**src/rtl/brufz_pkg.sv**
```systemverilog
`timescale 1ns / 1ps

package brufz_pkg;

	// Fixed widths of the command and result words
	localparam int KIND_W   = 2;
	localparam int IDX_IN_W = 12;
	localparam int OUT_W    = 13;

	// Default geometry of the bitmap
	localparam int NBITS_DEF     = 4096;
	localparam int WORD_BITS_DEF = 32;

	// Operation codes
	localparam logic [KIND_W-1:0] KIND_SET    = 2'd0;
	localparam logic [KIND_W-1:0] KIND_CLEAR  = 2'd1;
	localparam logic [KIND_W-1:0] KIND_INVERT = 2'd2;

endpackage

```
**src/rtl/bitmap_range_update_first_zero.sv**
```systemverilog
`timescale 1ns / 1ps
// An update walks the words of its range with a read-modify-write, then a gap
// state lets the last write-back land, then a search reads from word 0 until a
// word holds a zero; a command that changes no bit goes straight to the search.
// One command at a time; the next word is taken in the cycle done is high.
// Reset: a clearing pass writes zero to every word with busy high.
// The receiver cannot stall: done pulses for one cycle with first_zero valid.
module bitmap_range_update_first_zero
	import brufz_pkg::*;
#(
	parameter int NBITS     = NBITS_DEF,
	parameter int WORD_BITS = WORD_BITS_DEF   // a power of two
) (
	input  logic                clk,
	input  logic                arst_n,
	input  logic                start,
	output logic                busy,
	input  logic [KIND_W-1:0]   kind,
	input  logic [IDX_IN_W-1:0] low_index,
	input  logic [IDX_IN_W-1:0] high_index,
	output logic                done,
	output logic [OUT_W-1:0]    first_zero
);

	// Geometry: bit i sits in word i >> WBL at position i & (WORD_BITS - 1)
	localparam int NWORDS = (NBITS + WORD_BITS - 1) / WORD_BITS;
	localparam int AW     = (NWORDS > 1) ? $clog2(NWORDS) : 1;
	localparam int WBL    = $clog2(WORD_BITS);
	localparam int IXW    = $clog2(NBITS);
	localparam int RW     = $clog2(NBITS + 1);
	localparam int CW     = ((IDX_IN_W > IXW) ? IDX_IN_W : IXW) + 1;

	localparam logic [AW-1:0]        LAST_WORD = AW'(NWORDS - 1);
	localparam logic [WBL-1:0]       TOP_BIT   = WBL'(WORD_BITS - 1);
	localparam logic [WORD_BITS-1:0] ONES      = '1;

	typedef enum logic [2:0] {
		ST_CLEAR,
		ST_IDLE,
		ST_UPD,
		ST_GAP,
		ST_SRCH
	} state_t;

	state_t                state_q;
	logic [KIND_W-1:0]     kind_q;
	logic [AW-1:0]         w_first_q;
	logic [AW-1:0]         w_last_q;
	logic [WBL-1:0]        lo_bit_q;
	logic [WBL-1:0]        hi_bit_q;
	logic [AW-1:0]         addr_q;       // next word to read (or clear)
	logic                  issue_end_q;  // last read of the walk has gone out
	logic                  rd_vld_s1;
	logic [AW-1:0]         rd_addr_s1;
	logic                  done_q;
	logic [OUT_W-1:0]      first_zero_q;

	// Memory port signals
	logic                  mem_we;
	logic [AW-1:0]         mem_waddr;
	logic [WORD_BITS-1:0]  mem_wdata;
	logic [WORD_BITS-1:0]  mem_rdata;

	// Command decode
	logic [CW-1:0]         lo_ext;
	logic [CW-1:0]         hi_ext;
	logic [CW-1:0]         hi_sat;
	logic                  cmd_changes;
	logic [IXW-1:0]        lo_ix;
	logic [IXW-1:0]        hi_ix;

	// Modify and search datapath
	logic [WBL-1:0]        span_lo;
	logic [WBL-1:0]        span_hi;
	logic [WORD_BITS-1:0]  span_mask;
	logic [WORD_BITS-1:0]  new_word;
	logic [WORD_BITS-1:0]  inv_word;
	logic [WORD_BITS-1:0]  low_zero;
	logic [WBL-1:0]        zero_pos;
	logic [RW-1:0]         hit_index;
	logic                  walk_last;

	assign busy       = (state_q != ST_IDLE);
	assign done       = done_q;
	assign first_zero = first_zero_q;

	// Saturate the top of the range to the last bit; drop empty, off-the-end
	// and unused-code commands so that only the search runs.
	always_comb begin
		lo_ext = CW'(low_index);
		hi_ext = CW'(high_index);
		hi_sat = (hi_ext >= CW'(NBITS)) ? CW'(NBITS - 1) : hi_ext;
		cmd_changes = (kind == KIND_SET || kind == KIND_CLEAR || kind == KIND_INVERT)
			&& (lo_ext <= hi_sat) && (lo_ext < CW'(NBITS));
		lo_ix = IXW'(lo_ext);
		hi_ix = IXW'(hi_sat);
	end

	// Read-modify-write: the word read last cycle is masked over its part of
	// the range and written back in this cycle.
	always_comb begin
		span_lo   = (rd_addr_s1 == w_first_q) ? lo_bit_q : '0;
		span_hi   = (rd_addr_s1 == w_last_q) ? hi_bit_q : TOP_BIT;
		span_mask = (ONES << span_lo) & (ONES >> (TOP_BIT - span_hi));
		case (kind_q)
			KIND_SET:   new_word = mem_rdata | span_mask;
			KIND_CLEAR: new_word = mem_rdata & ~span_mask;
			default:    new_word = mem_rdata ^ span_mask;
		endcase
	end

	// Lowest zero of the word read: isolate it, then encode the one-hot bit.
	always_comb begin
		inv_word = ~mem_rdata;
		low_zero = inv_word & (~inv_word + WORD_BITS'(1));
		zero_pos = '0;
		for (int i = 0; i < WORD_BITS; i++) begin
			for (int j = 0; j < WBL; j++) begin
				if (((i >> j) & 1) == 1) begin
					zero_pos[j] = zero_pos[j] | low_zero[i];
				end
			end
		end
		hit_index = (RW'(rd_addr_s1) << WBL) | RW'(zero_pos);
	end

	// Word memory write port: zeros during the clearing pass, else write-back
	always_comb begin
		mem_we    = 1'b0;
		mem_waddr = rd_addr_s1;
		mem_wdata = new_word;
		if (state_q == ST_CLEAR) begin
			mem_we    = 1'b1;
			mem_waddr = addr_q;
			mem_wdata = '0;
		end else if (state_q == ST_UPD && rd_vld_s1) begin
			mem_we = 1'b1;
		end
	end

	assign walk_last = (state_q == ST_UPD) ? (addr_q == w_last_q) : (addr_q == LAST_WORD);

	brufz_ram #(
		.WIDTH (WORD_BITS),
		.DEPTH (NWORDS),
		.AW    (AW)
	) u_words (
		.clk   (clk),
		.we    (mem_we),
		.waddr (mem_waddr),
		.wdata (mem_wdata),
		.raddr (addr_q),
		.rdata (mem_rdata)
	);

	always_ff @(posedge clk or negedge arst_n) begin
		if (!arst_n) begin
			state_q      <= ST_CLEAR;
			kind_q       <= '0;
			w_first_q    <= '0;
			w_last_q     <= '0;
			lo_bit_q     <= '0;
			hi_bit_q     <= '0;
			addr_q       <= '0;
			issue_end_q  <= 1'b0;
			rd_vld_s1    <= 1'b0;
			rd_addr_s1   <= '0;
			done_q       <= 1'b0;
			first_zero_q <= '0;
		end else begin
			done_q    <= 1'b0;
			rd_vld_s1 <= 1'b0;
			case (state_q)
				ST_CLEAR: begin
					// Sweep zeros through every word, one a cycle
					if (addr_q == LAST_WORD) begin
						addr_q  <= '0;
						state_q <= ST_IDLE;
					end else begin
						addr_q <= addr_q + AW'(1);
					end
				end

				ST_IDLE: begin
					if (start) begin
						kind_q      <= kind;
						lo_bit_q    <= WBL'(lo_ix);
						hi_bit_q    <= WBL'(hi_ix);
						w_first_q   <= AW'(lo_ix >> WBL);
						w_last_q    <= AW'(hi_ix >> WBL);
						issue_end_q <= 1'b0;
						if (cmd_changes) begin
							addr_q  <= AW'(lo_ix >> WBL);
							state_q <= ST_UPD;
						end else begin
							addr_q  <= '0;
							state_q <= ST_SRCH;
						end
					end
				end

				ST_UPD: begin
					// Issue one read a cycle; each write-back lands in the cycle after its read,
					// on a different word from the read then issued, so the walk needs no interlock.
					if (!issue_end_q) begin
						rd_vld_s1  <= 1'b1;
						rd_addr_s1 <= addr_q;
						if (walk_last) begin
							issue_end_q <= 1'b1;
						end else begin
							addr_q <= addr_q + AW'(1);
						end
					end
					if (rd_vld_s1 && rd_addr_s1 == w_last_q) begin
						state_q <= ST_GAP;
					end
				end

				ST_GAP: begin
					// Let the last write-back land before the search reads
					addr_q      <= '0;
					issue_end_q <= 1'b0;
					state_q     <= ST_SRCH;
				end

				ST_SRCH: begin
					if (!issue_end_q) begin
						rd_vld_s1  <= 1'b1;
						rd_addr_s1 <= addr_q;
						if (walk_last) begin
							issue_end_q <= 1'b1;
						end else begin
							addr_q <= addr_q + AW'(1);
						end
					end
					if (rd_vld_s1) begin
						if (mem_rdata != ONES) begin
							first_zero_q <= OUT_W'(hit_index);
							done_q       <= 1'b1;
							rd_vld_s1    <= 1'b0;
							addr_q       <= '0;
							state_q      <= ST_IDLE;
						end else if (rd_addr_s1 == LAST_WORD) begin
							// Every bit set: report the bitmap size
							first_zero_q <= OUT_W'(NBITS);
							done_q       <= 1'b1;
							rd_vld_s1    <= 1'b0;
							addr_q       <= '0;
							state_q      <= ST_IDLE;
						end
					end
				end

				default: begin
					state_q <= ST_IDLE;
				end
			endcase
		end
	end

endmodule

```
**src/rtl/brufz_ram.sv**
```systemverilog
`timescale 1ns / 1ps

module brufz_ram #(
	parameter int WIDTH = 32,
	parameter int DEPTH = 128,
	parameter int AW    = (DEPTH > 1) ? $clog2(DEPTH) : 1
) (
	input  logic             clk,
	input  logic             we,
	input  logic [AW-1:0]    waddr,
	input  logic [WIDTH-1:0] wdata,
	input  logic [AW-1:0]    raddr,
	output logic [WIDTH-1:0] rdata
);

	logic [WIDTH-1:0] mem [DEPTH];

	always_ff @(posedge clk) begin
		if (we) begin
			mem[waddr] <= wdata;
		end
		rdata <= mem[raddr];
	end

endmodule

```
**config.mk**
```make
export PLATFORM = sky130hd
export DESIGN_NAME = bitmap_range_update_first_zero
export DESIGN_NICKNAME = d
export VERILOG_FILES = /design/src/rtl/brufz_pkg.sv /design/src/rtl/bitmap_range_update_first_zero.sv /design/src/rtl/brufz_ram.sv
export SDC_FILE = /design/constraint.sdc
export NUM_CORES = 2
export LEC_CHECK = 0
export BUFFER_PORTS_ARGS = -buffer_cell sky130_fd_sc_hd__buf_2
export CORE_UTILIZATION = 50
export CTS_CLUSTER_DIAMETER = 30
export DETAILED_ROUTE_END_ITERATION = 8
export HOLD_SLACK_MARGIN = 0.15
export PLACE_DENSITY_LB_ADDON = 0.05
export SETUP_SLACK_MARGIN = 0.2
export SLEW_MARGIN = 20
export SYNTH_ARGS = -nofsm -noshare
export SYNTH_HDL_FRONTEND = slang
export SYNTH_SLANG_ARGS = --single-unit
```
**constraint.sdc**
```tcl
create_clock -name clk -period 8.4 [get_ports clk]
set_clock_uncertainty 0.2 [all_clocks]
set_input_delay 1.68 -clock clk [delete_from_list [all_inputs] [get_ports clk]]
set_output_delay 1.68 -clock clk [all_outputs]
set_load 0.02 [all_outputs]
```
Word level (Yosys, flattened, before mapping)
Memory sizes are Yosys's and may differ from the RTL's. A register that Yosys moved wholly into a read port is not among the register bits. Cells that the tools add are included.

Register bits after elaboration: 59. RAM bits: 4096. Bits of input ports: 29. Output and inout bits: 15. Memories kept: 1.

$add $sub $neg: 3. Magnitude comparators: 1. Equality and inequality tests: 19. Shift-type cells: 2. Multiplexer cells: 42. Bitwise gates (word level): 85. Reductions and logical operators: 18.

Memory list: u_words.mem (depth 128, bits a word 32, read ports 1, clocked after Yosys merged registers in 1, write ports 1, line brufz_ram.sv:16) `logic [WIDTH-1:0] mem [DEPTH];`.

Operator list (number): bitwise AND 32 bit (3); inverter 32 bit (3); bitwise OR 1 bit (75); case mux 32 bit (2 select lines) (1); two-way mux 7 bit (9); case mux 7 bit (5 select lines) (1); adder 32 x 1 -> 32 bit (second input constant) (1); two-way mux 32 bit (1); inequality test 32 bit (second input constant) (1); bitwise OR 32 bit (1); << shifter 32 x 5 -> 32 bit (first input constant) (1); >> shifter 32 x 5 -> 32 bit (first input constant) (1); XOR 32 bit (1); two-way mux 13 bit (2); == test 7 bit (3); two-way mux 3 bit (7); two-way mux 1 bit (16); case mux 3 bit (5 select lines) (1); == test 7 bit (second input constant) (2); less-or-equal comparator 12 bit (1); bitwise OR 12 x 5 -> 12 bit (1); two-way mux 5 bit (2); AND reduction 2 bit (4); adder 7 x 1 -> 7 bit (second input constant) (1); 23 further kinds (31).

Longest topological paths before layout
Depth after elaboration: 21. Gate-level depth with buffers: 15. Gate-level depth less buffers: 13.

Modules after synthesis
Synthesis repeated with hierarchy kept, for this count alone.

Cell total of the unflattened synthesis: 6734. Area total of the unflattened synthesis: 162181.8 µm².

Modules (own cells, without submodules): brufz_ram (times used 1, cells an instance 5990, area an instance 156276.1 µm²); bitmap_range_update_first_zero (times used 1, cells an instance 744, area an instance 5905.7 µm²).

Least setup slack after synthesis
OpenSTA, ideal clock, no wires.

Path kind: register -> register. From: reg rd_addr_s1[4]. To: mem u_words.mem[0][24], data pin. Library setup time: 0.796 ns. Data arrival time: 5.318 ns. Required time: 7.404 ns. Setup slack: 2.086 ns. Stages on the path, launching flop included: 13. Period minus slack after synthesis: 6.314 ns. Cells stage by stage: dfrtp_1 > clkbuf_1 > xnor2_1 > nand4_1 > nor4_1 > clkbuf_1 > nand2_1 > o31ai_1 > ha_1 > a21oi_1 > nor2_1 > a21oi_1 > nor2_1.

Word-level cells in the longest chain between the ends: 9.

RTL lines: start: declaration (line bitmap_range_update_first_zero.sv:54) `logic [AW-1:0] rd_addr_s1;`; start signal: assignment (line bitmap_range_update_first_zero.sv:207) `rd_addr_s1 <= addr_q;`; start signal: assignment (line bitmap_range_update_first_zero.sv:229) `rd_addr_s1 <= addr_q;`; == test 7 bit (line bitmap_range_update_first_zero.sv:103) `span_hi = (rd_addr_s1 == w_last_q) ? hi_bit_q : TOP_BIT;`; two-way mux 5 bit (line bitmap_range_update_first_zero.sv:103); subtractor 5 bit (line bitmap_range_update_first_zero.sv:104) `span_mask = (ONES << span_lo) & (ONES >> (TOP_BIT - span_hi));`; >> shifter 32 x 5 -> 32 bit (line bitmap_range_update_first_zero.sv:104); bitwise AND 32 bit (*) (line bitmap_range_update_first_zero.sv:104); inverter 32 bit (line bitmap_range_update_first_zero.sv:107) `KIND_CLEAR: new_word = mem_rdata & ~span_mask;`; bitwise AND 32 bit (line bitmap_range_update_first_zero.sv:107); case mux 32 bit (2 select lines) (*) (line bitmap_range_update_first_zero.sv:105) `case (kind_q)`; two-way mux 32 bit (*) (line bitmap_range_update_first_zero.sv:132) `if (state_q == ST_CLEAR) begin`; named net mem_wdata[24] (line bitmap_range_update_first_zero.sv:61) `logic [WORD_BITS-1:0] mem_wdata;`; end: declaration (line brufz_ram.sv:16).

The timed path passes the listed nets; every way through them passes the cells marked *.

Final worst setup path
From: reg rd_addr_s1[6]. To: mem u_words.mem[109][6], data pin.

The elaborated chain is that of the path after synthesis.

==> results.sh <==
export IMPL_arrival_ps=6020
export IMPL_cpMostUsedCell="a21oi_1"
export IMPL_hold_class="reg2reg"
export IMPL_grtUsageTotal=0.2916
export IMPL_avgSynthCellArea_um2=21.03
export IMPL_htreeDepth=6
export IMPL_critPathKind="reg2reg"
export IMPL_slew_headroom=0.2074
export IMPL_cts_tree="built"
export IMPL_power_density_mw_per_mm2=416.5
export IMPL_ios=44
export IMPL_synth_cell_type_count=75
export IMPL_num_vias=85510
export IMPL_nNetsFinal=8543
export IMPL_r2r_slack_ps=2870
export IMPL_hold_violations=0
export IMPL_die_y_um=573.0
export IMPL_cp_depth=11
export IMPL_crit_start="rd_addr_s1[6]"
export IMPL_grt_pass1_vias=86630
export IMPL_min_period_over_period=0.6580
export IMPL_synthFlopType="edfxtp_1"
export IMPL_worstMarginPinSlew_ps=1189
export IMPL_post_cts_buffers=0
export IMPL_final_cell_mix="edfxtp_1, mux4_2, clkbuf_16"
export IMPL_cts_resized_gates=0
export IMPL_syn_area_mm2=0.1630
export IMPL_cts_sinks=4187
export IMPL_drt_iter0_drc=9876
export IMPL_core_mm2=0.3243
export IMPL_rows=209
export IMPL_die_area_mm2=0.3283
export IMPL_fp_dieW_um=573.0
export IMPL_route_top_layer_used="met5"
export IMPL_crit_path_max_incr_delay_ps=810
export IMPL_via_per_inst=6.356
export IMPL_status="finished clean"
export IMPL_grt_max_degree=129
export IMPL_drc=0
export IMPL_fmax_ghz=0.1809
export IMPL_layout_min_cycle_time_ps=5527
export IMPL_antenna_found_initial=27
export IMPL_synth_fp_nets=7859
export IMPL_yosysWarnings=0
export IMPL_wl_met2_um=227900
export IMPL_setup_viol=0
export IMPL_setup_ws_ps=2873
export IMPL_start_kind="flop"
export IMPL_synthToLayoutAreaGrowth_pct=21.48
export IMPL_wl_um=481100
export IMPL_crit_slowest_cell="buf_4"
export IMPL_postRouteAntennaNets=0
export IMPL_gp_congestion=0.9346
export IMPL_syn_inst=7753
export IMPL_final_common_cell="edfxtp_1"
export IMPL_worstReg2RegStart="rd_addr_s1[6]"
export IMPL_clk_latency_ps=1070
export IMPL_hpwlAfterDp_um=257400
export IMPL_path_max_fanout=90
export IMPL_post_place_ws_ps=2668
export IMPL_worst_path_buf_inv=1
export IMPL_grt_ovfl_total=0
export IMPL_r2r_end="u_words.mem[109][6]"
export IMPL_cap_viol_max_count=0
export IMPL_holdBufCountCts=0
export IMPL_wl_met3_um=37690
export IMPL_start_util=0.5028
export IMPL_utilization=0.6107
export IMPL_rr_worst_depth=11
export IMPL_grt_pass1_wl_um=669900
export IMPL_cts_buffers=780
export IMPL_clk_pin_slew_ps=50
export IMPL_async_flop_share=0.01409
export IMPL_wl_per_cell_um=35.76
export IMPL_slew_viol_final=0
export IMPL_ys_seq_area_frac=0.7675
export IMPL_cp_top_family="simple AND/OR/NAND/NOR gates"
export IMPL_yosys_register_bits=4187
export IMPL_synth_edf_count=4096
export IMPL_cts_root_buffer="clkbuf_16"
export IMPL_grt_setup_unrepaired="false"
export IMPL_cp_endpoint="u_words.mem[109][6]"
export IMPL_firstDrtPassIters=6
export IMPL_crit_path_end_kind="flop"
export IMPL_wirelength_met1_um=200400
export IMPL_tns_ps=0
export IMPL_port_buffers=43
export IMPL_cp_required_ps=8890
export IMPL_max_vdd_ir_drop_uv=315.7
export IMPL_path_cells="xor2_1 > nor4_1 > nand4_1 > or3_1 > o21ai_0 > ha_1 > a21oi_1 > nor2_1 > a21oi_1 > nor2_4 > buf_4"
export IMPL_power_leakage_nw=64.99
export IMPL_drive_gt1_frac=0.3055
export IMPL_cts_buffer_depth=4
-- where the power goes --
part	switching, W	internal, W	leakage (nW)
sequential	0.000662	0.0282	38.6
clock	0.0109	0.0209	13.1
combinational	0.0151	0.00663	13.3
-- area by class of cell --
| class | count | area (um2) |
|---|---|---|
| Fill cell | 22900 | 126200 |
| Multi-Input combinational cell | 3065 | 37000 |
| Timing Repair Buffer | 353 | 2977 |
| Antenna cell | 22 | 55.05 |
| Inverter | 50 | 187.7 |
| Clock inverter | 565 | 7062 |
| Tap cell | 4325 | 5411 |
| Sequential cell | 4187 | 125100 |
| Clock buffer | 887 | 20210 |
-- Yosys cell counts, types with 40 or more instances --
| cell | n | area share |
|---|---|---|
| edfxtp_1 | 4096 | 0.75 |
| mux4_2 | 896 | 0.12 |
| mux2i_1 | 512 | 0.031 |
| nor2_1 | 346 | 0.0080 |
| clkbuf_1 | 222 | 0.0051 |
| a21oi_1 | 210 | 0.0064 |
| o21ai_0 | 154 | 0.0047 |
| buf_2 | 125 | 0.0038 |
| o22ai_1 | 104 | 0.0040 |
| o221ai_1 | 99 | 0.0053 |
| nand2_1 | 93 | 0.0021 |
| ha_1 | 77 | 0.0059 |
| dfrtp_1 | 59 | 0.0091 |
| o21ai_1 | 54 | 0.0017 |
| buf_4 | 48 | 0.0022 |
| inv_1 | 48 | 0.0011 |
| buf_1 | 47 | 0.0011 |
| mux2_2 | 47 | 0.0032 |
| nand4_1 | 44 | 0.0017 |
| nand2b_1 | 42 | 0.0016 |
| o211ai_1 | 42 | 0.0019 |
| o31ai_1 | 40 | 0.0018 |
-- registers in the layout, indices dropped and copies added (netlist names) --
register       count
u_words.mem     4096
u_words.rdata     32
first_zero        13
addr_q             7
rd_addr_s1         7
w_first_q          7
w_last_q           7
hi_bit_q           5
lo_bit_q           5
state_q            3
kind_q             2
done               1
issue_end_q        1
rd_vld_s1          1
-- per-layer routing --
layer	track usage	up-vias
met5	0	-
met4	0.09286	2
met1	0.4215	46600
met3	0.04700	734
li1	-	34160
met2	0.4589	4019
-- worst min-delay path: stages, from the launching register on --
cell     delay (ps)
dfrtp_1         340
nand2_1          50
o21ai_1          60
-- worst min path at each step --
stage / start / cells after the start / slack, ps / end
6_report: first_zero[8] / 2 / 290 / first_zero[8]
5_1_grt: kind_q[0] / 1 / 320 / kind_q[0]
4_1_cts: first_zero[8] / 2 / 290 / first_zero[8]
3_5_place_dp: first_zero[8] / 2 / 280 / first_zero[8]
3_3_place_gp: first_zero[0] / 2 / 270 / first_zero[0]
2_1_floorplan: issue_end_q / 1 / 270 / rd_vld_s1
-- per-stage QoR --
stage	power (W)	instances	instance area, um2	hold WS (ps)
4_1_cts	0.08289	13430	197900	290.8
6_report	0.08249	13450	198000	288.9
3_5_place_dp	0.05104	11980	170600	277.3
2_1_floorplan	0.04151	7753	163000	271.1
3_3_place_gp	0.05063	11970	170600	265.3
5_1_grt	0.08488	13450	198000	321.1
-- logic make-up after synthesis --
kind of cell	synth area share
xor gates and xnor gates	0.001236
and+or+nand+nor	0.01827
AOI/OAI and AO/OA	0.03345
muxes	0.1597
DFF	0.7675
buffers and inverters	0.01401
adders and majority gates	0.005910
(Power assumes the default switching activity.)
